<file path="src/rtl/btr_pkg.sv">
// Shared types and constants for the block rotation transform unit.
// Holds number formats, port word structs, control enums and the derived datapath widths.
// No dependencies.
package btr_pkg;

  // Number formats
  localparam int VALUE_WIDTH    = 32;
  localparam int AXIS_FRAC_BITS = 30;
  localparam int PARTIAL_WIDTH  = 48;
  localparam int NUM_LANES      = 3;

  // Datapath widths: lane data carries a partial product row entry or a sign-extended value
  localparam int DATA_W = (PARTIAL_WIDTH > VALUE_WIDTH) ? PARTIAL_WIDTH : VALUE_WIDTH;
  localparam int LO_W   = DATA_W / 2;
  localparam int HI_W   = DATA_W - LO_W;
  localparam int MLO_W  = LO_W + 1 + VALUE_WIDTH;
  localparam int MHI_W  = HI_W + VALUE_WIDTH;
  localparam int FULL_W = DATA_W + VALUE_WIDTH + 1;
  localparam int RND_W  = FULL_W - AXIS_FRAC_BITS;
  localparam int SUM_W  = RND_W + 2;

  // Last row / last product step of a 3x3 pass
  localparam logic [1:0] LAST_IDX = 2'(NUM_LANES - 1);

  typedef enum logic [1:0] {
    OP_LOAD_AXIS = 2'd0,
    OP_TO_GLOBAL = 2'd1,
    OP_TO_LOCAL  = 2'd2,
    OP_BLOCK_ROW = 2'd3
  } op_t;

  typedef enum logic [1:0] {
    ST_IDLE,
    ST_ISSUE,
    ST_WAIT
  } st_t;

  // Operand source of a pass: axis column, axis row, or stored T column
  typedef enum logic [1:0] {
    MD_COL,
    MD_ROW,
    MD_FIN
  } md_t;

  typedef struct packed {
    logic [1:0]                    opcode;
    logic [1:0]                    row_index;
    logic signed [VALUE_WIDTH-1:0] value_a;
    logic signed [VALUE_WIDTH-1:0] value_b;
    logic signed [VALUE_WIDTH-1:0] value_c;
  } in_word_t;

  typedef struct packed {
    logic signed [VALUE_WIDTH-1:0] result_a;
    logic signed [VALUE_WIDTH-1:0] result_b;
    logic signed [VALUE_WIDTH-1:0] result_c;
    logic [1:0]                    result_row;
    logic                          saturated;
    logic                          last_of_run;
  } out_word_t;

  // One product step sent down every lane
  typedef struct packed {
    logic valid;
    logic first;
    logic last;
  } issue_t;

  // What the merge stage does with the lane sums of the current pass
  typedef struct packed {
    logic       to_out;
    logic       store;
    logic       store_row;
    logic       keep_t2;
    logic       fold_clip;
    logic [1:0] res_row;
    logic       last;
  } pass_t;

  localparam pass_t VEC_PASS = '{to_out: 1'b1, store: 1'b0, store_row: 1'b0, keep_t2: 1'b0,
                                 fold_clip: 1'b0, res_row: 2'd0, last: 1'b1};
  localparam pass_t FIN_PASS = '{to_out: 1'b1, store: 1'b0, store_row: 1'b0, keep_t2: 1'b0,
                                 fold_clip: 1'b1, res_row: 2'd0, last: 1'b0};

endpackage

</file>
<file path="src/rtl/btr_merge.sv">
// Merge stage: saturates the lane sums, keeps the partial T rows, and builds the result word.
// Depends on btr_pkg for widths, pass_t and out_word_t.
module btr_merge (
  input  logic                                 clk,
  input  logic [btr_pkg::NUM_LANES-1:0]        lane_done,
  input  logic signed [btr_pkg::SUM_W-1:0]     lane_sum [btr_pkg::NUM_LANES],
  input  btr_pkg::pass_t                       pass,
  input  logic [1:0]                           sel_k,
  output logic                                 pass_done,
  output logic signed [btr_pkg::DATA_W-1:0]    t_data [btr_pkg::NUM_LANES],
  output logic                                 res_valid,
  output btr_pkg::out_word_t                   res_word
);
  import btr_pkg::*;

  localparam logic [VALUE_WIDTH-1:0]   V_MAX = {1'b0, {(VALUE_WIDTH-1){1'b1}}};
  localparam logic [VALUE_WIDTH-1:0]   V_MIN = {1'b1, {(VALUE_WIDTH-1){1'b0}}};
  localparam logic [PARTIAL_WIDTH-1:0] P_MAX = {1'b0, {(PARTIAL_WIDTH-1){1'b1}}};
  localparam logic [PARTIAL_WIDTH-1:0] P_MIN = {1'b1, {(PARTIAL_WIDTH-1){1'b0}}};

  logic signed [VALUE_WIDTH-1:0]   vsat [NUM_LANES];
  logic signed [PARTIAL_WIDTH-1:0] psat [NUM_LANES];
  logic [NUM_LANES-1:0]            vclip, pclip;
  logic signed [PARTIAL_WIDTH-1:0] part_r [2][NUM_LANES];
  logic [NUM_LANES-1:0]            pclip_r [2];
  logic signed [PARTIAL_WIDTH-1:0] t2_r [NUM_LANES];
  logic [NUM_LANES-1:0]            t2clip_r;
  logic                            fold;

  assign pass_done = &lane_done;

  for (genvar m = 0; m < NUM_LANES; m++) begin : g_sat
    logic [SUM_W-VALUE_WIDTH:0]   v_top;
    logic [SUM_W-PARTIAL_WIDTH:0] p_top;
    logic                         v_fit, p_fit;

    // Clip to the result width and to the partial row width
    assign v_top    = lane_sum[m][SUM_W-1:VALUE_WIDTH-1];
    assign v_fit    = (&v_top) | ~(|v_top);
    assign vsat[m]  = v_fit ? lane_sum[m][VALUE_WIDTH-1:0]
                            : (lane_sum[m][SUM_W-1] ? V_MIN : V_MAX);
    assign vclip[m] = ~v_fit;

    assign p_top    = lane_sum[m][SUM_W-1:PARTIAL_WIDTH-1];
    assign p_fit    = (&p_top) | ~(|p_top);
    assign psat[m]  = p_fit ? lane_sum[m][PARTIAL_WIDTH-1:0]
                            : (lane_sum[m][SUM_W-1] ? P_MIN : P_MAX);
    assign pclip[m] = ~p_fit;

    // Present T row k of column m to the operand select
    always_comb begin
      case (sel_k)
        2'd1:    t_data[m] = DATA_W'(part_r[1][m]);
        2'd2:    t_data[m] = DATA_W'(t2_r[m]);
        default: t_data[m] = DATA_W'(part_r[0][m]);
      endcase
    end
  end

  // Hold T rows 0 and 1 of the block, and row 2 while the block finishes
  always_ff @(posedge clk) begin
    if (pass_done && pass.store) begin
      part_r[pass.store_row]  <= psat;
      pclip_r[pass.store_row] <= pclip;
    end
    if (pass_done && pass.keep_t2) begin
      t2_r     <= psat;
      t2clip_r <= pclip;
    end
  end

  // Any clipped T entry marks every row of the finished block
  assign fold = pass.fold_clip & ((|pclip_r[0]) | (|pclip_r[1]) | (|t2clip_r));

  assign res_valid            = pass_done & pass.to_out;
  assign res_word.result_a    = vsat[0];
  assign res_word.result_b    = vsat[1];
  assign res_word.result_c    = vsat[2];
  assign res_word.result_row  = pass.res_row;
  assign res_word.saturated   = (|vclip) | fold;
  assign res_word.last_of_run = pass.last;

endmodule

</file>
<file path="config.mk">
export PLATFORM = sky130hd
export DESIGN_NAME = btr_merge
export DESIGN_NICKNAME = d
export VERILOG_FILES = /design/src/rtl/btr_pkg.sv /design/src/rtl/btr_merge.sv
export SDC_FILE = /design/constraint.sdc
export NUM_CORES = 1
export LEC_CHECK = 0
export BUFFER_PORTS_ARGS = -buffer_cell sky130_fd_sc_hd__buf_2
export CAP_MARGIN = 20
export CORE_MARGIN = 8
export CORE_UTILIZATION = 58
export CTS_CLUSTER_SIZE = 10
export DETAILED_ROUTE_END_ITERATION = 7
export PLACE_DENSITY = 0.95
export SYNTH_ARGS = -nofsm -noshare
export SYNTH_HDL_FRONTEND = slang
export SYNTH_SLANG_ARGS = --single-unit
</file>
<file path="constraint.sdc">
create_clock -name clk -period 17.9 [get_ports clk]
set_input_delay 2.685 -clock clk [delete_from_list [all_inputs] [get_ports clk]]
set_output_delay 2.685 -clock clk [all_outputs]
set_load 0.05 [all_outputs]
</file>
==> flow_summary_export.csv, run 1 <==
group,metric,value,unit
status,status,"finished clean",
drt,wl_per_cell,23.4,um
global_route,antenna_found_initial,3,
cells_and_area,final_nets,1907,
worst_setup_path,worst-path-max-fanout,81,
clock_tree,cts_tree,"done",
floorplan,die_area,0.0377,mm^2
run,maxCapViolCount,0,
clock_tree,htreeDepth,2,
global_route,grt_overflow,0,
worst_setup_path,worstSetupEndpointType,"output pin",
clock_tree,cts.path.max_buffers,3,
floorplan,rows,65,
timing,fin_tns_setup,0,ps
min_path,hold_end,"t2_r[62]",
synth,synth_area,0.0184,mm^2
timing,timing.final.ws_setup,9760,ps
floorplan,ios,419,
drt,drc,0,
worst_setup_path,start_kind,"primary input",
min_path,min_path_cells,2,
drt,vias,13512,
power,leakage,9.06,nW
drt,routed_wirelength,50100,um
min_path,hp-start,"lane_sum[67]",
timing,grt_setup_unrepaired,"no",
global_route,grt_max_degree,132,
worst_setup_path,arrival,5450,ps
clock_tree,clkTransAtPathRegs,50,ps
synth,ys_seq_area_frac,0.719,
global_route,grt_pass1_vias,13719,
drt,drt-initial-drc-count,1449,
global_route,grtUsageMet3,0.0548,
synth,yosysTopAreaCellShare,0.719,
clock_tree,clock-sinks,441,
worst_setup_path,crit_type,"primary input to output pin",
synth,yosys.area.top_type,"edfxtp_1",
global_route,track_usage,0.250,
timing,drv_slew,0,
worst_setup_path,cp.required,15210,ps
synth,syn_area_per_cell,13.5,um^2
synth,synth.ff_latch_count,441,
power,ir_drop,0.0835,mV
timing,max-slew-margin-rel,0.242,
timing,setup_viol,0,
place,hpwl,31900,um
synth,yosys-top-cells-area,"edfxtp_1 72%, a21o_1 7.0%, a22oi_1 5.9%, o21ai_0 5.6%, nand2_1 3.1%",
drt,drtPass1Iterations,6,
global_route,gr-usage-met2,0.425,
place,dp_slack,9860,ps
floorplan,chipWidth,194,um
clock_tree,cts_setup_buffers,0,
timing,min_period_over_period,0.455,
power,pwr_density_cell,108,mW/mm^2
floorplan,die-height,194,um
global_route,top_usage_layer,"met2",
global_route,grt_use_met1,0.302,
timing,hold_viol,0,
clock_tree,post_cts_resized,0,
synth,synth_warnings,0,
cells_and_area,multi_input_area,0.00449,mm^2
drt,ant_nets,0,
floorplan,initial_core_util,0.587,
floorplan,core,0.0314,mm^2
synth,syn_nets,1543,
place,io_buffer_count,412,
synth,synth_cells,1368,
cells_and_area,ff_latch_area,0.0132,mm^2
cells_and_area,fill_cells,2004,
global_route,grt_pass1_wl,75300,um
timing,timing.final.crit_period,8140,ps
clock_tree,clockRootBuffer,"clkbuf_16",
timing,maxClockFrequency,123,MHz
drt,vias_per_cell,6.31,
clock_tree,numCtsBuffers,50,
cells_and_area,final_layout_size_suffix_gt1_frac,0.288,
cells_and_area,syn2layout_area_growth,20.2,%
synth,synth_cell_types,32,
min_path,hp-class,"primary input to flop",
clock_tree,cts_hold_buf,0,
timing,worst_pin_slew,1140,ps
place,place.gp.congestion,0.834,
==> flip-flops by register name, summed over array words and instances, names as in the netlist <==
signal / count
part_r: 288
t2_r: 144
pclip_r: 6
t2clip_r: 3
==> critical path, stage by stage <==
cell and delay (ps):
buf_2 120, inv_1 80, ha_4 650, buf_4 840
a22oi_1 190, o21ai_0 360, buf_2 340
==> worst max path at each step <==
stage | cells past startpoint | slack (ps) | startpoint | to
6_report | 7 | 9760 | sel_k[1] | t_data[137]
5_1_grt | 7 | 9670 | sel_k[1] | t_data[137]
4_1_cts | 7 | 9850 | sel_k[1] | t_data[89]
3_5_place_dp | 7 | 9860 | sel_k[1] | t_data[89]
3_3_place_gp | 7 | 9900 | sel_k[1] | t_data[110]
2_1_floorplan | 3 | 7830 | lane_done[2] | part_r[0][0]
==> Yosys cell counts <==
cell	n
edfxtp_1	441
o21ai_0	206
a21o_1	171
nand2_1	150
a22oi_1	145
clkbuf_1	75
inv_1	69
buf_2	20
buf_1	19
nor4_1	16
nand4_1	15
nor2_1	6
and2_1	4
buf_4	4
and4_1	3
nand3_1	3
and3_1	2
buf_6	2
ha_1	2
o221ai_1	2
or4_1	2
a2111o_1	1
a21o_2	1
a221oi_1	1
a22o_1	1
clkbuf_2	1
nor3_1	1
nor3_4	1
o22a_1	1
o22a_2	1
or2_2	1
or4_4	1
==> through the flow <==
step / instance area, um^2 / util / std cells / hold WS, ps / total power, mW
3_3_place_gp: 20700 / 0.658 / 2076 / 3010 / 1.54
3_5_place_dp: 20700 / 0.658 / 2076 / 3020 / 1.55
2_1_floorplan: 18400 / - / 1368 / 2890 / 1.44
4_1_cts: 22000 / 0.701 / 2133 / 2450 / 2.41
6_report: 22200 / 0.706 / 2140 / 2480 / 2.40
5_1_grt: 22200 / 0.706 / 2139 / 2460 / 2.47
==> area by class of cell <==
cell class,count,area share
sequential,441,0.598
multi-input combinational,737,0.202
timing repair buffer,433,0.105
clock buffer,56,0.0604
tap,402,0.0227
inverter,69,0.0117
clock inverter,1,0.000395
antenna,1,0.000113
==> cells in the final DEF, fill, tap and decap left out, types with 2 or more instances in the layout <==
cell type,instances
edfxtp_1,441
buf_2,412
o21ai_0,206
a21o_1,171
nand2_1,150
a22oi_1,145
inv_1,69
clkbuf_16,54
nor4_1,16
nand4_1,15
buf_4,15
nor2_1,4
and4_1,3
nand3_1,3
and2_1,3
clkbuf_1,3
buf_16,3
nor2_4,2
or4_1,2
ha_4,2
==> power by group <==
group          internal, mW  total (mW)  switching (mW)
logic                0.0811       0.361           0.280
registers              1.17        1.17         0.00705
clock network         0.517       0.867           0.349
==> metal layers <==
layer	up-vias	wire length [um]
li1	5904	-
met1	6535	18300
met2	888	25100
met3	179	4460
met4	6	2170
met5	-	38
==> logic make-up after synthesis <==
| logic type | share of synthesized area |
|---|---|
| AO/OA/AOI/OAI | 0.189 |
| flip-flops | 0.719 |
| AND/OR/NAND/NOR | 0.0495 |
| buffers and inverters | 0.0418 |
| adder cells (fa/ha/maj) | 0.00136 |
No activity file was read; power rests on OpenSTA's default activity.
==> run 2: changes to the inputs <==
--- a/config.mk
+++ b/config.mk
@@ -5,13 +5,14 @@
 export SDC_FILE = /design/constraint.sdc
 export NUM_CORES = 1
 export LEC_CHECK = 0
+export ABC_AREA = 1
 export BUFFER_PORTS_ARGS = -buffer_cell sky130_fd_sc_hd__buf_2
 export CAP_MARGIN = 20
 export CORE_MARGIN = 8
-export CORE_UTILIZATION = 58
+export CORE_UTILIZATION = 49
 export CTS_CLUSTER_SIZE = 10
 export DETAILED_ROUTE_END_ITERATION = 7
-export PLACE_DENSITY = 0.95
+export PLACE_DENSITY = 0.86
 export SYNTH_ARGS = -nofsm -noshare
 export SYNTH_HDL_FRONTEND = slang
 export SYNTH_SLANG_ARGS = --single-unit
==> constraint.sdc (replaced) <==
create_clock -name clk -period 6.9 [get_ports clk]
set_input_delay 1.035 -clock clk [delete_from_list [all_inputs] [get_ports clk]]
set_output_delay 1.035 -clock clk [all_outputs]
set_load 0.05 [all_outputs]
==> run 2 against run 1 <==
- die area increased by 19%
- final cell count increased by 24%
- wire length increased by 5.7%
- sequential power increased to 2.6 times the previous value
- first-iteration DRC count increased by 6.2%
- critical path type unchanged
- largest cell class unchanged
- highest routed layer is now met4
==> flow_summary_export.csv, run 2 <==
group,metric,value,unit
status,status,"finished clean",
power,p_clk_frac,0.351,
floorplan,initial_core_util,0.498,
worst_setup_path,worstSetupEndpointType,"output pin",
place,io_buffer_count,412,
drt,drtPass1Iterations,5,
clock_tree,numCtsBuffers,50,
drt,routed_wirelength,53000,um
synth,yosysTopAreaCellShare,0.706,
timing,worst_pin_slew,1080,ps
clock_tree,htreeDepth,2,
timing,drv_slew,0,
floorplan,rows,71,
worst_setup_path,arrival,3840,ps
floorplan,die_area,0.0448,mm^2
cells_and_area,largest_reg_flops,288,
worst_setup_path,cp.buffers_inverters,5,
timing,timing.final.crit_period,4880,ps
place,place_area,0.0212,mm^2
global_route,track_usage,0.225,
cells_and_area,final_layout_size_suffix_gt1_frac,0.233,
worst_setup_path,crit_chain,"buf_2, inv_1, ha_4, buf_4, buf_4, a21oi_1, a21oi_1, buf_2",
cells_and_area,syn2layout_area_growth,20.4,%
synth,synth_warnings,0,
floorplan,core,0.0377,mm^2
clock_tree,cts.path.max_buffers,3,
power,ir_drop,0.218,mV
drt,vias_per_cell,5.60,
synth,yosysMostFrequentCell,"nand2_1",
min_path,hp-start,"lane_sum[52]",
worst_setup_path,cp_slowest_cell,"ha_4",
floorplan,chipWidth,212,um
run,maxCapViolCount,0,
power,leakage,8.69,nW
cells_and_area,top_regs,"part_r: 288 flops, t2_r: 144 flops, pclip_r: 6 flops",
timing,holdWs,784,ps
place,place.gp.congestion,0.856,
clock_tree,post_cts_resized,0,
drt,drc,0,
worst_setup_path,critPathMaxStageDelay,640,ps
synth,synth_edf_count,441,
power,pwr_density_cell,282,mW/mm^2
synth,netlist_top_cells_count,"669 x nand2_1, 441 x edfxtp_1, 289 x a21oi_1, 209 x nor2_1, 47 x clkbuf_1",
cells_and_area,fill_cells,2975,
worst_setup_path,cp_top_family,"buffers and inverters",
synth,synth.ff_latch_count,441,
cells_and_area,layout_commonest_cell,"nand2_1",
clock_tree,cts_hold_buf,0,
timing,max-slew-margin-rel,0.277,
global_route,antenna_found_initial,1,
power,seqPwrFrac,0.478,
synth,synth_cells,1766,
worst_setup_path,crit_type,"primary input to output pin",
drt,drt-initial-drc-count,1539,
clock_tree,cts_tree,"done",
power,p_int,4.56,mW
global_route,grt_overflow,0,
cells_and_area,fin_area,0.0226,mm^2
global_route,grt_pass1_wl,79600,um
drt,wl_per_cell,20.0,um
drt,vias,14850,
synth,synthArstFlopShare,0,
drt,ant_nets,0,
synth,syn_area_per_cell,10.6,um^2
power,power_frac_comb,0.171,
cells_and_area,final_nets,2306,
timing,min_period_over_period,0.707,
clock_tree,clkTransAtPathRegs,50,ps
timing,setup_viol,0,
floorplan,die-height,212,um
synth,ys_seq_area_frac,0.706,
synth,synth_cell_types,19,
timing,grt_setup_unrepaired,"no",
timing,hold_viol,0,
power,netSwitchingFraction,0.285,
synth,yosys.area.top_type,"edfxtp_1",
floorplan,ios,419,
synth,synth_area,0.0188,mm^2
power,p_switching,1.82,mW
place,hpwl,33300,um
clock_tree,clockRootBuffer,"clkbuf_16",
synth,synth_top_flop_cell,"edfxtp_1",
synth,yosys-top-cells-area,"edfxtp_1 71%, nand2_1 13%, a21oi_1 7.7%, nor2_1 4.2%, buf_2 1.2%",
global_route,grt_pass1_vias,14952,
synth,syn_nets,1941,
global_route,grt_max_degree,148,
clock_tree,cts_setup_buffers,0,
clock_tree,clock-sinks,441,
cells_and_area,final_cell_mix,"669 x nand2_1, 441 x edfxtp_1, 412 x buf_2",
worst_setup_path,start_kind,"primary input",
worst_setup_path,cp.required,5860,ps
worst_setup_path,worst-path-max-fanout,52,
worst_setup_path,startpoint,"sel_k[0]",
timing,maxClockFrequency,205,MHz
min_path,hp-class,"primary input to flop",
cells_and_area,largest_register,"part_r",
## run 2: cell types whose count changed after synthesis, sizes merged, moves of 145 or more
cell	delta
a21o	-172
a21oi	+289
a22oi	-145
nand2	+519
nor2	+203
o21ai	-204
## run 2: power groups by stage
stage / clock (mW) / sequential [mW] / combinational [mW]
CTS: 2.28 / 3.05 / 1.09
floorplan: 0 / 3.10 / 0.766
global placement: 0 / 3.10 / 1.06
global route: 2.37 / 3.05 / 1.15
detailed placement: 0 / 3.10 / 1.08
finish: 2.23 / 3.05 / 1.09
## run 2: cells by family (layout without fill, tap and decap cells)
| group | after synthesis | in the layout | synth area share |
|---|---|---|---|
| AOI/OAI and AO/OA | 294 | 294 | 0.0800 |
| adders and majority gates | 2 | 2 | 0.00133 |
| buffers and inverters | 136 | 506 | 0.0331 |
| DFF | 441 | 441 | 0.706 |
| other | 0 | 3 | 0 |
| and+or+nand+nor | 893 | 893 | 0.180 |
## run 2: area by class of cell
class	instances	area, um^2	area share
tap	511	639	0.0283
sequential	441	13200	0.586
clock buffer	55	1290	0.0571
clock inverter	2	16.3	0.000720
timing repair buffer	432	2370	0.105
antenna	3	7.51	0.000332
multi-input combinational	1189	4970	0.220
inverter	17	66.3	0.00293
## run 2: through the flow
step	utilization	cells	setup WS (ps)	power, mW	TNS (ps)
2_1_floorplan	-	1766	-1480	3.87	-583290
3_3_place_gp	0.561	2584	2180	4.16	0
3_5_place_dp	0.562	2585	2060	4.18	0
4_1_cts	0.596	2642	2060	6.41	0
5_1_grt	0.600	2648	1860	6.57	0
6_report	0.600	2650	2020	6.37	0
## run 2: final timing paths
check                 depth (start not counted)          end
worst min-delay path                          1     t2_r[47]
worst max-delay path                          8  t_data[123]
## run 2: routing by layer
| layer | wire (um) | up-vias | share of wire | global-route usage |
|---|---|---|---|---|
| met5 | 0 | - | 0 | 0 |
| met4 | 2590 | 0 | 0.049 | 0.120 |
| met3 | 4780 | 178 | 0.090 | 0.0411 |
| met2 | 26300 | 937 | 0.50 | 0.381 |
| met1 | 19300 | 7040 | 0.36 | 0.272 |
| li1 | - | 6695 | - | - |
