--- src/rtl/btr_pkg.sv ---
// Shared types and constants for the block rotation transform unit.
// Holds number formats, port word structs, control enums and the derived datapath widths.
// No dependencies.
package btr_pkg;

  // Number formats
  localparam int VALUE_WIDTH    = 32;
  localparam int AXIS_FRAC_BITS = 30;
  localparam int PARTIAL_WIDTH  = 48;
  localparam int NUM_LANES      = 3;

  // Datapath widths: lane data carries a partial product row entry or a sign-extended value
  localparam int DATA_W = (PARTIAL_WIDTH > VALUE_WIDTH) ? PARTIAL_WIDTH : VALUE_WIDTH;
  localparam int LO_W   = DATA_W / 2;
  localparam int HI_W   = DATA_W - LO_W;
  localparam int MLO_W  = LO_W + 1 + VALUE_WIDTH;
  localparam int MHI_W  = HI_W + VALUE_WIDTH;
  localparam int FULL_W = DATA_W + VALUE_WIDTH + 1;
  localparam int RND_W  = FULL_W - AXIS_FRAC_BITS;
  localparam int SUM_W  = RND_W + 2;

  // Last row / last product step of a 3x3 pass
  localparam logic [1:0] LAST_IDX = 2'(NUM_LANES - 1);

  typedef enum logic [1:0] {
    OP_LOAD_AXIS = 2'd0,
    OP_TO_GLOBAL = 2'd1,
    OP_TO_LOCAL  = 2'd2,
    OP_BLOCK_ROW = 2'd3
  } op_t;

  typedef enum logic [1:0] {
    ST_IDLE,
    ST_ISSUE,
    ST_WAIT
  } st_t;

  // Operand source of a pass: axis column, axis row, or stored T column
  typedef enum logic [1:0] {
    MD_COL,
    MD_ROW,
    MD_FIN
  } md_t;

  typedef struct packed {
    logic [1:0]                    opcode;
    logic [1:0]                    row_index;
    logic signed [VALUE_WIDTH-1:0] value_a;
    logic signed [VALUE_WIDTH-1:0] value_b;
    logic signed [VALUE_WIDTH-1:0] value_c;
  } in_word_t;

  typedef struct packed {
    logic signed [VALUE_WIDTH-1:0] result_a;
    logic signed [VALUE_WIDTH-1:0] result_b;
    logic signed [VALUE_WIDTH-1:0] result_c;
    logic [1:0]                    result_row;
    logic                          saturated;
    logic                          last_of_run;
  } out_word_t;

  // One product step sent down every lane
  typedef struct packed {
    logic valid;
    logic first;
    logic last;
  } issue_t;

  // What the merge stage does with the lane sums of the current pass
  typedef struct packed {
    logic       to_out;
    logic       store;
    logic       store_row;
    logic       keep_t2;
    logic       fold_clip;
    logic [1:0] res_row;
    logic       last;
  } pass_t;

  localparam pass_t VEC_PASS = '{to_out: 1'b1, store: 1'b0, store_row: 1'b0, keep_t2: 1'b0,
                                 fold_clip: 1'b0, res_row: 2'd0, last: 1'b1};
  localparam pass_t FIN_PASS = '{to_out: 1'b1, store: 1'b0, store_row: 1'b0, keep_t2: 1'b0,
                                 fold_clip: 1'b1, res_row: 2'd0, last: 1'b0};

endpackage

--- src/rtl/btr_ctrl.sv ---
// Sequencer: takes input words, holds the axis matrix, and steps the lanes through each pass.
// Depends on btr_pkg for state, mode, pass and word types.
module btr_ctrl (
  input  logic                                   clk,
  input  logic                                   rst_n,
  input  logic                                   in_valid,
  output logic                                   in_stall,
  input  btr_pkg::in_word_t                      in_word,
  input  logic                                   out_free,
  input  logic                                   pass_done,
  input  logic signed [btr_pkg::DATA_W-1:0]      t_data [btr_pkg::NUM_LANES],
  output btr_pkg::issue_t                        issue,
  output logic signed [btr_pkg::DATA_W-1:0]      lane_data [btr_pkg::NUM_LANES],
  output logic signed [btr_pkg::VALUE_WIDTH-1:0] lane_axis [btr_pkg::NUM_LANES],
  output btr_pkg::pass_t                         pass,
  output logic [1:0]                             sel_k
);
  import btr_pkg::*;

  st_t                           state_r, state_nxt;
  md_t                           mode_r, mode_nxt;
  pass_t                         pass_r, pass_nxt;
  logic [1:0]                    k_r, k_nxt;
  logic [1:0]                    j_r, j_nxt;
  logic [1:0]                    j_inc;
  in_word_t                      item_r;
  logic signed [VALUE_WIDTH-1:0] axis_r [3][3];
  logic                          load_en;
  logic signed [VALUE_WIDTH-1:0] vk;
  logic signed [VALUE_WIDTH-1:0] fin_col [3];
  logic signed [VALUE_WIDTH-1:0] fin_ax;

  assign j_inc = j_r + 2'd1;

  // Next state and step issue
  always_comb begin
    state_nxt = state_r;
    mode_nxt  = mode_r;
    pass_nxt  = pass_r;
    k_nxt     = k_r;
    j_nxt     = j_r;
    in_stall  = 1'b1;
    load_en   = 1'b0;
    issue     = '0;
    unique case (state_r)
      ST_IDLE: begin
        in_stall = 1'b0;
        k_nxt    = '0;
        if (in_valid) begin
          unique case (op_t'(in_word.opcode))
            OP_LOAD_AXIS: begin
              load_en = (in_word.row_index <= LAST_IDX);
            end
            OP_TO_GLOBAL: begin
              mode_nxt  = MD_COL;
              pass_nxt  = VEC_PASS;
              state_nxt = ST_ISSUE;
            end
            OP_TO_LOCAL: begin
              mode_nxt  = MD_ROW;
              pass_nxt  = VEC_PASS;
              state_nxt = ST_ISSUE;
            end
            OP_BLOCK_ROW: begin
              if (in_word.row_index <= LAST_IDX) begin
                mode_nxt           = MD_COL;
                pass_nxt           = '0;
                pass_nxt.store     = (in_word.row_index != LAST_IDX);
                pass_nxt.store_row = in_word.row_index[0];
                pass_nxt.keep_t2   = (in_word.row_index == LAST_IDX);
                state_nxt          = ST_ISSUE;
              end
            end
          endcase
        end
      end
      ST_ISSUE: begin
        // A pass that gives a result starts only once the output register has room
        if (k_r != '0 || !pass_r.to_out || out_free) begin
          issue.valid = 1'b1;
          issue.first = (k_r == '0);
          issue.last  = (k_r == LAST_IDX);
          if (k_r == LAST_IDX) begin
            k_nxt     = '0;
            state_nxt = ST_WAIT;
          end else begin
            k_nxt = k_r + 2'd1;
          end
        end
      end
      ST_WAIT: begin
        if (pass_done) begin
          if (pass_r.keep_t2) begin
            mode_nxt  = MD_FIN;
            j_nxt     = '0;
            pass_nxt  = FIN_PASS;
            state_nxt = ST_ISSUE;
          end else if (mode_r == MD_FIN && j_r != LAST_IDX) begin
            j_nxt            = j_inc;
            pass_nxt.res_row = j_inc;
            pass_nxt.last    = (j_inc == LAST_IDX);
            state_nxt        = ST_ISSUE;
          end else begin
            state_nxt = ST_IDLE;
          end
        end
      end
      default: begin
        state_nxt = ST_IDLE;
      end
    endcase
  end

  // Control registers and axis matrix
  always_ff @(posedge clk) begin
    if (!rst_n) begin
      state_r <= ST_IDLE;
      mode_r  <= MD_COL;
      pass_r  <= '0;
      k_r     <= '0;
      j_r     <= '0;
      axis_r  <= '{default: '0};
    end else begin
      state_r <= state_nxt;
      mode_r  <= mode_nxt;
      pass_r  <= pass_nxt;
      k_r     <= k_nxt;
      j_r     <= j_nxt;
      if (load_en) begin
        axis_r[in_word.row_index] <= '{in_word.value_a, in_word.value_b, in_word.value_c};
      end
    end
  end

  // Hold the accepted word for the whole run
  always_ff @(posedge clk) begin
    if (in_valid && !in_stall) begin
      item_r <= in_word;
    end
  end

  // Input component of the current step
  always_comb begin
    case (k_r)
      2'd1:    vk = item_r.value_b;
      2'd2:    vk = item_r.value_c;
      default: vk = item_r.value_a;
    endcase
  end

  // Axis entry of row k, column j for the final block passes
  always_comb begin
    case (j_r)
      2'd1: begin
        fin_col[0] = axis_r[0][1];
        fin_col[1] = axis_r[1][1];
        fin_col[2] = axis_r[2][1];
      end
      2'd2: begin
        fin_col[0] = axis_r[0][2];
        fin_col[1] = axis_r[1][2];
        fin_col[2] = axis_r[2][2];
      end
      default: begin
        fin_col[0] = axis_r[0][0];
        fin_col[1] = axis_r[1][0];
        fin_col[2] = axis_r[2][0];
      end
    endcase
    case (k_r)
      2'd1:    fin_ax = fin_col[1];
      2'd2:    fin_ax = fin_col[2];
      default: fin_ax = fin_col[0];
    endcase
  end

  // Operand select for each lane
  for (genvar m = 0; m < NUM_LANES; m++) begin : g_sel
    logic signed [VALUE_WIDTH-1:0] col_ax, row_ax;

    always_comb begin
      case (k_r)
        2'd1: begin
          col_ax = axis_r[1][m];
          row_ax = axis_r[m][1];
        end
        2'd2: begin
          col_ax = axis_r[2][m];
          row_ax = axis_r[m][2];
        end
        default: begin
          col_ax = axis_r[0][m];
          row_ax = axis_r[m][0];
        end
      endcase
      case (mode_r)
        MD_ROW: begin
          lane_data[m] = DATA_W'(vk);
          lane_axis[m] = row_ax;
        end
        MD_FIN: begin
          lane_data[m] = t_data[m];
          lane_axis[m] = fin_ax;
        end
        default: begin
          lane_data[m] = DATA_W'(vk);
          lane_axis[m] = col_ax;
        end
      endcase
    end
  end

  assign pass  = pass_r;
  assign sel_k = k_r;

endmodule

--- config.mk ---
export PLATFORM = sky130hd
export DESIGN_NAME = btr_ctrl
export DESIGN_NICKNAME = d
export VERILOG_FILES = /design/src/rtl/btr_pkg.sv /design/src/rtl/btr_ctrl.sv
export SDC_FILE = /design/constraint.sdc
export NUM_CORES = 1
export LEC_CHECK = 0
export BUFFER_PORTS_ARGS = -buffer_cell sky130_fd_sc_hd__buf_2
export CELL_PAD_IN_SITES_DETAIL_PLACEMENT = 0
export CELL_PAD_IN_SITES_GLOBAL_PLACEMENT = 1
export CORE_MARGIN = 2
export CORE_UTILIZATION = 44
export DETAILED_ROUTE_END_ITERATION = 12
export HOLD_SLACK_MARGIN = 0.08
export PLACE_DENSITY_LB_ADDON = 0.15
export SLEW_MARGIN = 5
export SYNTH_ARGS = -nofsm -noshare
export SYNTH_HDL_FRONTEND = slang
export SYNTH_SLANG_ARGS = --single-unit
--- constraint.sdc ---
create_clock -name clk -period 8.1 [get_ports clk]
set_input_delay 0.81 -clock clk [delete_from_list [all_inputs] [get_ports clk]]
set_output_delay 0.81 -clock clk [all_outputs]
set_load 0.1 [all_outputs]
==> run_results.csv, run 1 <==
group,metric,value,unit
timing,final.period_utilization,66.3,%
timing,report.final.slew_viol_count,0,
die,core-area,50100,sq um
setup_path,cp-start-kind,"register",
die,vertical_extent_of_the_die,229,microns
route,route.detailed.vias_per_inst,6.12,
die,ioPinCount,503,
finish,multiInputGateArea,12200,sq um
hold_path,hold_path_class,"reg2reg",
yosys,yosys_warnings,0,
timing,period_minus_slack,5370,ps
grt,grt_start_max_net_pins,185,
run_status,result_of_the_run,"completed",
die,placement_rows,82,
cts,cts.clk_slew.worst_paths,60,ps
route,detail_route.wirelength.met1,33.3,mm
yosys,syn_nets,2912,
yosys,synth_cell_types,52,
pwr,cellPowerDensity,224,nW/um^2
yosys,yosysMostFrequentCell,"sky130_fd_sc_hd__nand2_1",
setup_path,cp-endpoint,"lane_axis[65]",
grt,grt_usage,31.4,%
cts,cts_hold_repair.buffers,0,
timing,finalSetupViolCount,0,
route,drt_wl_total,85.6,mm
setup_path,critical_path_arrival,4560,ps
cts,tritoncts,"done",
finish,synthToLayoutAreaGrowth,18.6,%
route,detailed_router_s_first_iteration_violation_count,2144,
route,total_via_count_after_detailed_routing,22541,
run,cap_viol_max_count,0,
finish,n_fill_cell,4818,
yosys,synth_async_sr_flop_share,0,%
finish,area.sequential,8970,sq um
setup_path,worstPathMaxFanout,184,
yosys,synth.ff_latch_count,400,
timing,timing.setup.tns,0,ps
setup_path,path_class,"reg2out",
timing,unrepaired_setup_endpoints_after_global_routing,"false",
die,starting_utilization_of_the_core_area,44.5,%
yosys,synthDominantAreaCellType,"sky130_fd_sc_hd__dfxtp_1",
route,drt_first_pass_iters,7,
cts,post-cts-setup-buffers,0,
setup_path,setup.reg_to_reg.worst_slack,4830,ps
timing,hold_slack,455,ps
setup_path,critical_path.reg2reg.startpoint,"state_r[1]",
yosys,synth.top_cells.by_count,"sky130_fd_sc_hd__nand2_1, sky130_fd_sc_hd__dfxtp_1, sky130_fd_sc_hd__a21boi_0, sky130_fd_sc_hd__clkbuf_1, sky130_fd_sc_hd__a22oi_1",
placement,place_hpwl,54.0,mm
route,detailroute.wirelength.met3,6.59,mm
finish,fin_nets,3219,
route,drc,0,
grt,grt_pass1_vias,21512,
setup_path,ff_to_ff_path_depth,7,
route,route.met2.wl,41.2,mm
cts,max-clock-path-buffers,3,
cts,ctsRootBufferMaster,"sky130_fd_sc_hd__clkbuf_16",
yosys,seq_area_frac_synth,40.3,%
die,die_w,229,microns
grt,first_pass_grt_wire_length,128,mm
setup_path,worst_setup_path_startpoint,"sel_k[0]",
yosys,post_synth_main_area_contributors,"sky130_fd_sc_hd__dfxtp_1, sky130_fd_sc_hd__edfxtp_1, sky130_fd_sc_hd__nand2_1",
cts,numCtsBuffers,45,
yosys,post_synth_instance_area,22300,sq um
placement,port_buffers,502,
cts,cts_resized,0,
yosys,synthDominantCellAreaShare,27.3,%
timing,worst_margin_slew,1170,ps
yosys,postSynth.topFlopCell,"sky130_fd_sc_hd__dfxtp_1",
grt,grt-ovfl-total,0,
timing,max-slew-margin-rel,22.0,%
finish,final_layout_size_suffix_gt1_share,22.4,%
pwr,cellLeakagePower,10.3,nW
route,drt-wirelength-per-cell,23.2,microns
cts,clock_sinks,400,
grt,grt_antenna_before_repair,25,
timing,hold_violations,0,
yosys,syn_inst,2651,
route,antenna_left,0,
die,die-area,52400,sq um
setup_path,reg2reg_end,"axis_r[141]",
timing,finalClockSkew,6.99,ps
cts,insertion_delay,570,ps
setup_path,critical_path_required,7290,ps
route,top_layer,"met4",
yosys,synth-edff-count,96,
pwr,irDropWorstVdd,138,uV
cts,cts_htree_levels,2,
timing,clock.fmax,186,MHz
yosys,syn-mean-instance-area,8.40,sq um
placement,gp_congestion,0.908,
setup_path,critical_path.endpoint_type,"primary output",
==> registers in the layout, summed over array words and instances, names as in the netlist <==
| register | count |
|---|---|
| axis_r | 288 |
| item_r | 96 |
| pass | 8 |
| j_r | 2 |
| mode_r | 2 |
| sel_k | 2 |
| state_r | 2 |
==> placed cells by master (no fill, tap or decap), drive strengths merged, types with 69 or more instances in the layout <==
cell / synthesis / routed
a21boi: 292 / 292
clkbuf: 162 / 69
edfxtp: 96 / 96
a21oi: 100 / 100
dfxtp: 304 / 304
a21o: 144 / 144
nor2: 111 / 111
a22o: 88 / 88
a22oi: 161 / 161
buf: 109 / 531
nand2: 633 / 633
==> worst max-delay path, cell delays in order (launching register included) <==
cell	delay, ps
sky130_fd_sc_hd__dfxtp_1	390
sky130_fd_sc_hd__inv_1	140
sky130_fd_sc_hd__ha_4	780
sky130_fd_sc_hd__buf_12	590
sky130_fd_sc_hd__nand2_2	830
sky130_fd_sc_hd__o22ai_1	380
sky130_fd_sc_hd__o21bai_1	230
sky130_fd_sc_hd__buf_2	350
==> worst min path at each step <==
stage	startpoint	slack (ps)	cells past startpoint	endpoint
6_report	axis_r[284]	460	2	axis_r[284]
3_5_place_dp	axis_r[286]	450	2	axis_r[286]
3_3_place_gp	axis_r[285]	440	2	axis_r[285]
2_1_floorplan	axis_r[280]	440	2	axis_r[280]
5_1_grt	in_word[2]	440	1	item_r[2]
4_1_cts	in_word[2]	430	1	item_r[2]
==> metal layers <==
layer	global-route usage, %	vias up
met2	52.5	1160
li1	-	10268
met5	0	-
met4	18.4	0
met3	5.08	240
met1	38.2	10873
==> kinds of logic (layout without fill, tap and decap cells) <==
logic type               Yosys count  after routing  synth area share, %
multiplexers                      62             62                 3.06
adder cells (fa/ha/maj)           12             12                0.675
buffers and inverters            282            626                 5.50
flip-flops                       400            400                 40.3
AO/OA/AOI/OAI                   1068           1068                 35.7
other                              0             19                    0
AND/OR/NAND/NOR                  827            827                 14.8
==> metrics by stage <==
stage,setup WS [ps],power [mW],util [%],std cells,cell area (sq um)
global placement,3580,3.82,49.6,3583,24800
CTS,2900,5.94,52.6,3667,26400
global route,2600,6.09,52.7,3686,26400
finish,2730,5.92,52.7,3686,26400
detailed placement,3540,3.82,49.6,3583,24800
floorplan,3280,3.49,-,2651,22300
==> power breakdown <==
part	switching, mW	leakage, nW	internal, mW
combinational	1.36	6.19	0.293
sequential	0.0266	3.38	2.11
clock	0.854	0.751	1.28
total	2.24	10.3	3.68
==> final cells by class <==
| type | count | area share, % |
|---|---|---|
| Antenna cell | 19 | 0.180 |
| Clock buffer | 69 | 5.15 |
| Clock inverter | 15 | 0.649 |
| Inverter | 11 | 0.156 |
| Multi-Input combinational cell | 1969 | 46.2 |
| Sequential cell | 400 | 34.0 |
| Tap cell | 672 | 3.19 |
| Timing Repair Buffer | 531 | 10.5 |
Power figures use the tool's default switching activity.
==> run 2: changes to the inputs <==
- CORE_UTILIZATION: 44 -> 37
- clock period: 8.1 -> 4.81 ns (I/O delays scaled with it)
==> run_results.csv, run 2 (same netlist as run 1, synthesis figures left out) <==
group,metric,value,unit
timing,hold_violations,0,
die,ioPinCount,503,
route,drt_wl_total,86.8,mm
pwr,cellLeakagePower,10.5,nW
timing,period_minus_slack,4360,ps
timing,worst_margin_slew,1040,ps
grt,grt_use_met1,33.3,%
setup_path,path_class,"reg2out",
timing,finalClockSkew,20.4,ps
grt,first_pass_grt_wire_length,130,mm
cts,numCtsBuffers,48,
timing,unrepaired_setup_endpoints_after_global_routing,"false",
setup_path,cp-start-kind,"register",
die,starting_utilization_of_the_core_area,37.6,%
die,vertical_extent_of_the_die,249,microns
cts,insertion_delay,600,ps
route,antenna_left,0,
hold_path,hold_path_class,"in2reg",
placement,placed_instances,3695,
grt,grt-ovfl-total,0,
cts,cts_hold_repair.buffers,4,
die,die-area,62100,sq um
route,drt_first_pass_iters,6,
timing,report.final.slew_viol_count,0,
route,total_via_count_after_detailed_routing,22024,
cts,cts.clk_slew.worst_paths,60,ps
setup_path,critical_path_required,4330,ps
setup_path,crit_path_top_delay_cell,"sky130_fd_sc_hd__a211oi_1",
grt,grt_start_max_net_pins,176,
setup_path,critical_path_arrival,3870,ps
route,drc,0,
finish,most-common-layout-cells,"sky130_fd_sc_hd__nand2_1, sky130_fd_sc_hd__buf_2, sky130_fd_sc_hd__dfxtp_1, sky130_fd_sc_hd__a21boi_0, sky130_fd_sc_hd__a22oi_1",
run,cap_viol_max_count,0,
die,core-area,59200,sq um
placement,port_buffers,502,
cts,post-cts-setup-buffers,0,
timing,max-slew-margin-rel,30.5,%
die,placement_rows,89,
grt,grt_usage,26.8,%
cts,cts_resized,0,
pwr,cellPowerDensity,387,nW/um^2
setup_path,worstPathMaxFanout,102,
finish,largest_reg_flops,288,
timing,final.period_utilization,90.6,%
pwr,clkPwrFrac,38.6,%
route,drt-wirelength-per-cell,22.9,microns
timing,finalSetupViolCount,0,
finish,final_layout_size_suffix_gt1_share,23.1,%
grt,grt_pass1_vias,21320,
setup_path,critical_path.endpoint_type,"primary output",
pwr,irDropWorstVdd,260,uV
die,die_w,249,microns
placement,gp_congestion,0.857,
setup_path,cp_cell_sequence,"inv_1 -> ha_4 -> buf_4 -> nor2_1 -> a211oi_1 -> a21o_1 -> buf_2",
placement,place_hpwl,55.3,mm
route,detailed_router_s_first_iteration_violation_count,1800,
finish,stdcell_count,3791,
pwr,power_switching,3.89,mW
pwr,switching_share,37.3,%
setup_path,cp_slowest_stage_delay,810,ps
pwr,p_int,6.54,mW
pwr,power.share.combinational,26.9,%
finish,final_common_cell,"sky130_fd_sc_hd__nand2_1",
route,route.detailed.vias_per_inst,5.81,
run_status,result_of_the_run,"completed",
grt,grt_antenna_before_repair,4,
timing,clock.fmax,230,MHz
grt,gr-usage-met3,3.82,%
cts,tritoncts,"done",
cts,clock_sinks,400,
finish,fin_nets,3237,
cts,cts_htree_levels,2,
grt,busiest_layer,"met2",
grt,grt_use_met2,45.8,%
timing,timing.setup.tns,0,ps
pwr,power.share.sequential,34.5,%
finish,registers.top_by_ff_count,"axis_r",
finish,synthToLayoutAreaGrowth,21.1,%
cts,max-clock-path-buffers,3,
cts,ctsRootBufferMaster,"sky130_fd_sc_hd__clkbuf_16",
==> run 2: changes by cell type in the layout (fill, tap and decap cells not counted), moves of 5 or more <==
cell                        change
sky130_fd_sc_hd__clkinv_1       -5
sky130_fd_sc_hd__diode_2       -17
sky130_fd_sc_hd__clkbuf_16      +5
sky130_fd_sc_hd__buf_12        +10
==> run 2: worst paths after layout <==
| check | start | endpoint | slack (ps) | cells past startpoint |
|---|---|---|---|---|
| max reg2reg | state_r[1] | axis_r[60] | 1790 | 7 |
| max | sel_k[0] | lane_data[97] | 450 | 7 |
| min reg2reg | axis_r[282] | axis_r[282] | 460 | 2 |
| min | in_word[43] | item_r[43] | 110 | 1 |
==> run 2: per-layer routing <==
metal | vias to the layer above | routed length, microns
li1 | 10308 | -
met1 | 10598 | 36400
met2 | 925 | 41300
met3 | 191 | 5470
met4 | 2 | 3550
met5 | - | 12
==> run 2: final cells by class <==
| class | count | area (sq um) |
|---|---|---|
| Clock inverter | 21 | 300 |
| Sequential cell | 400 | 8970 |
| Timing Repair Buffer | 546 | 3030 |
| Tap cell | 773 | 967 |
| Multi-Input combinational cell | 1969 | 12200 |
| Clock buffer | 69 | 1460 |
| Fill cell | 5877 | 32300 |
| Antenna cell | 2 | 5.00 |
| Inverter | 11 | 41.3 |
==> run 2: worst max-delay path, delay by kind of cell, from the launching register on <==
kind / cells / cell delay, ps
simple gates: 1 / 110
fa+ha+maj: 1 / 350
compound gates: 2 / 980
buf+inv: 3 / 1360
flops: 1 / 400
==> run 2: stage by stage <==
step	total power [mW]	hold slack [ps]	setup slack (ps)	instance area, sq um	util [%]
after CTS	10.5	86.3	429	27000	45.5
after detailed placement	6.47	449	1090	25200	42.5
after global routing	10.7	95.5	305	27000	45.5
after global placement	6.45	444	1150	25200	42.5
after floorplan	5.87	435	317	22300	-
final	10.4	110	454	27000	45.5
==> run 2: power by group through the flow <==
stage | clock network (mW) | logic [mW] | registers (mW)
2_1_floorplan | 0 | 2.19 | 3.68
3_3_place_gp | 0 | 2.79 | 3.66
3_5_place_dp | 0 | 2.80 | 3.67
4_1_cts | 4.09 | 2.81 | 3.59
5_1_grt | 4.24 | 2.91 | 3.60
6_report | 4.02 | 2.81 | 3.59
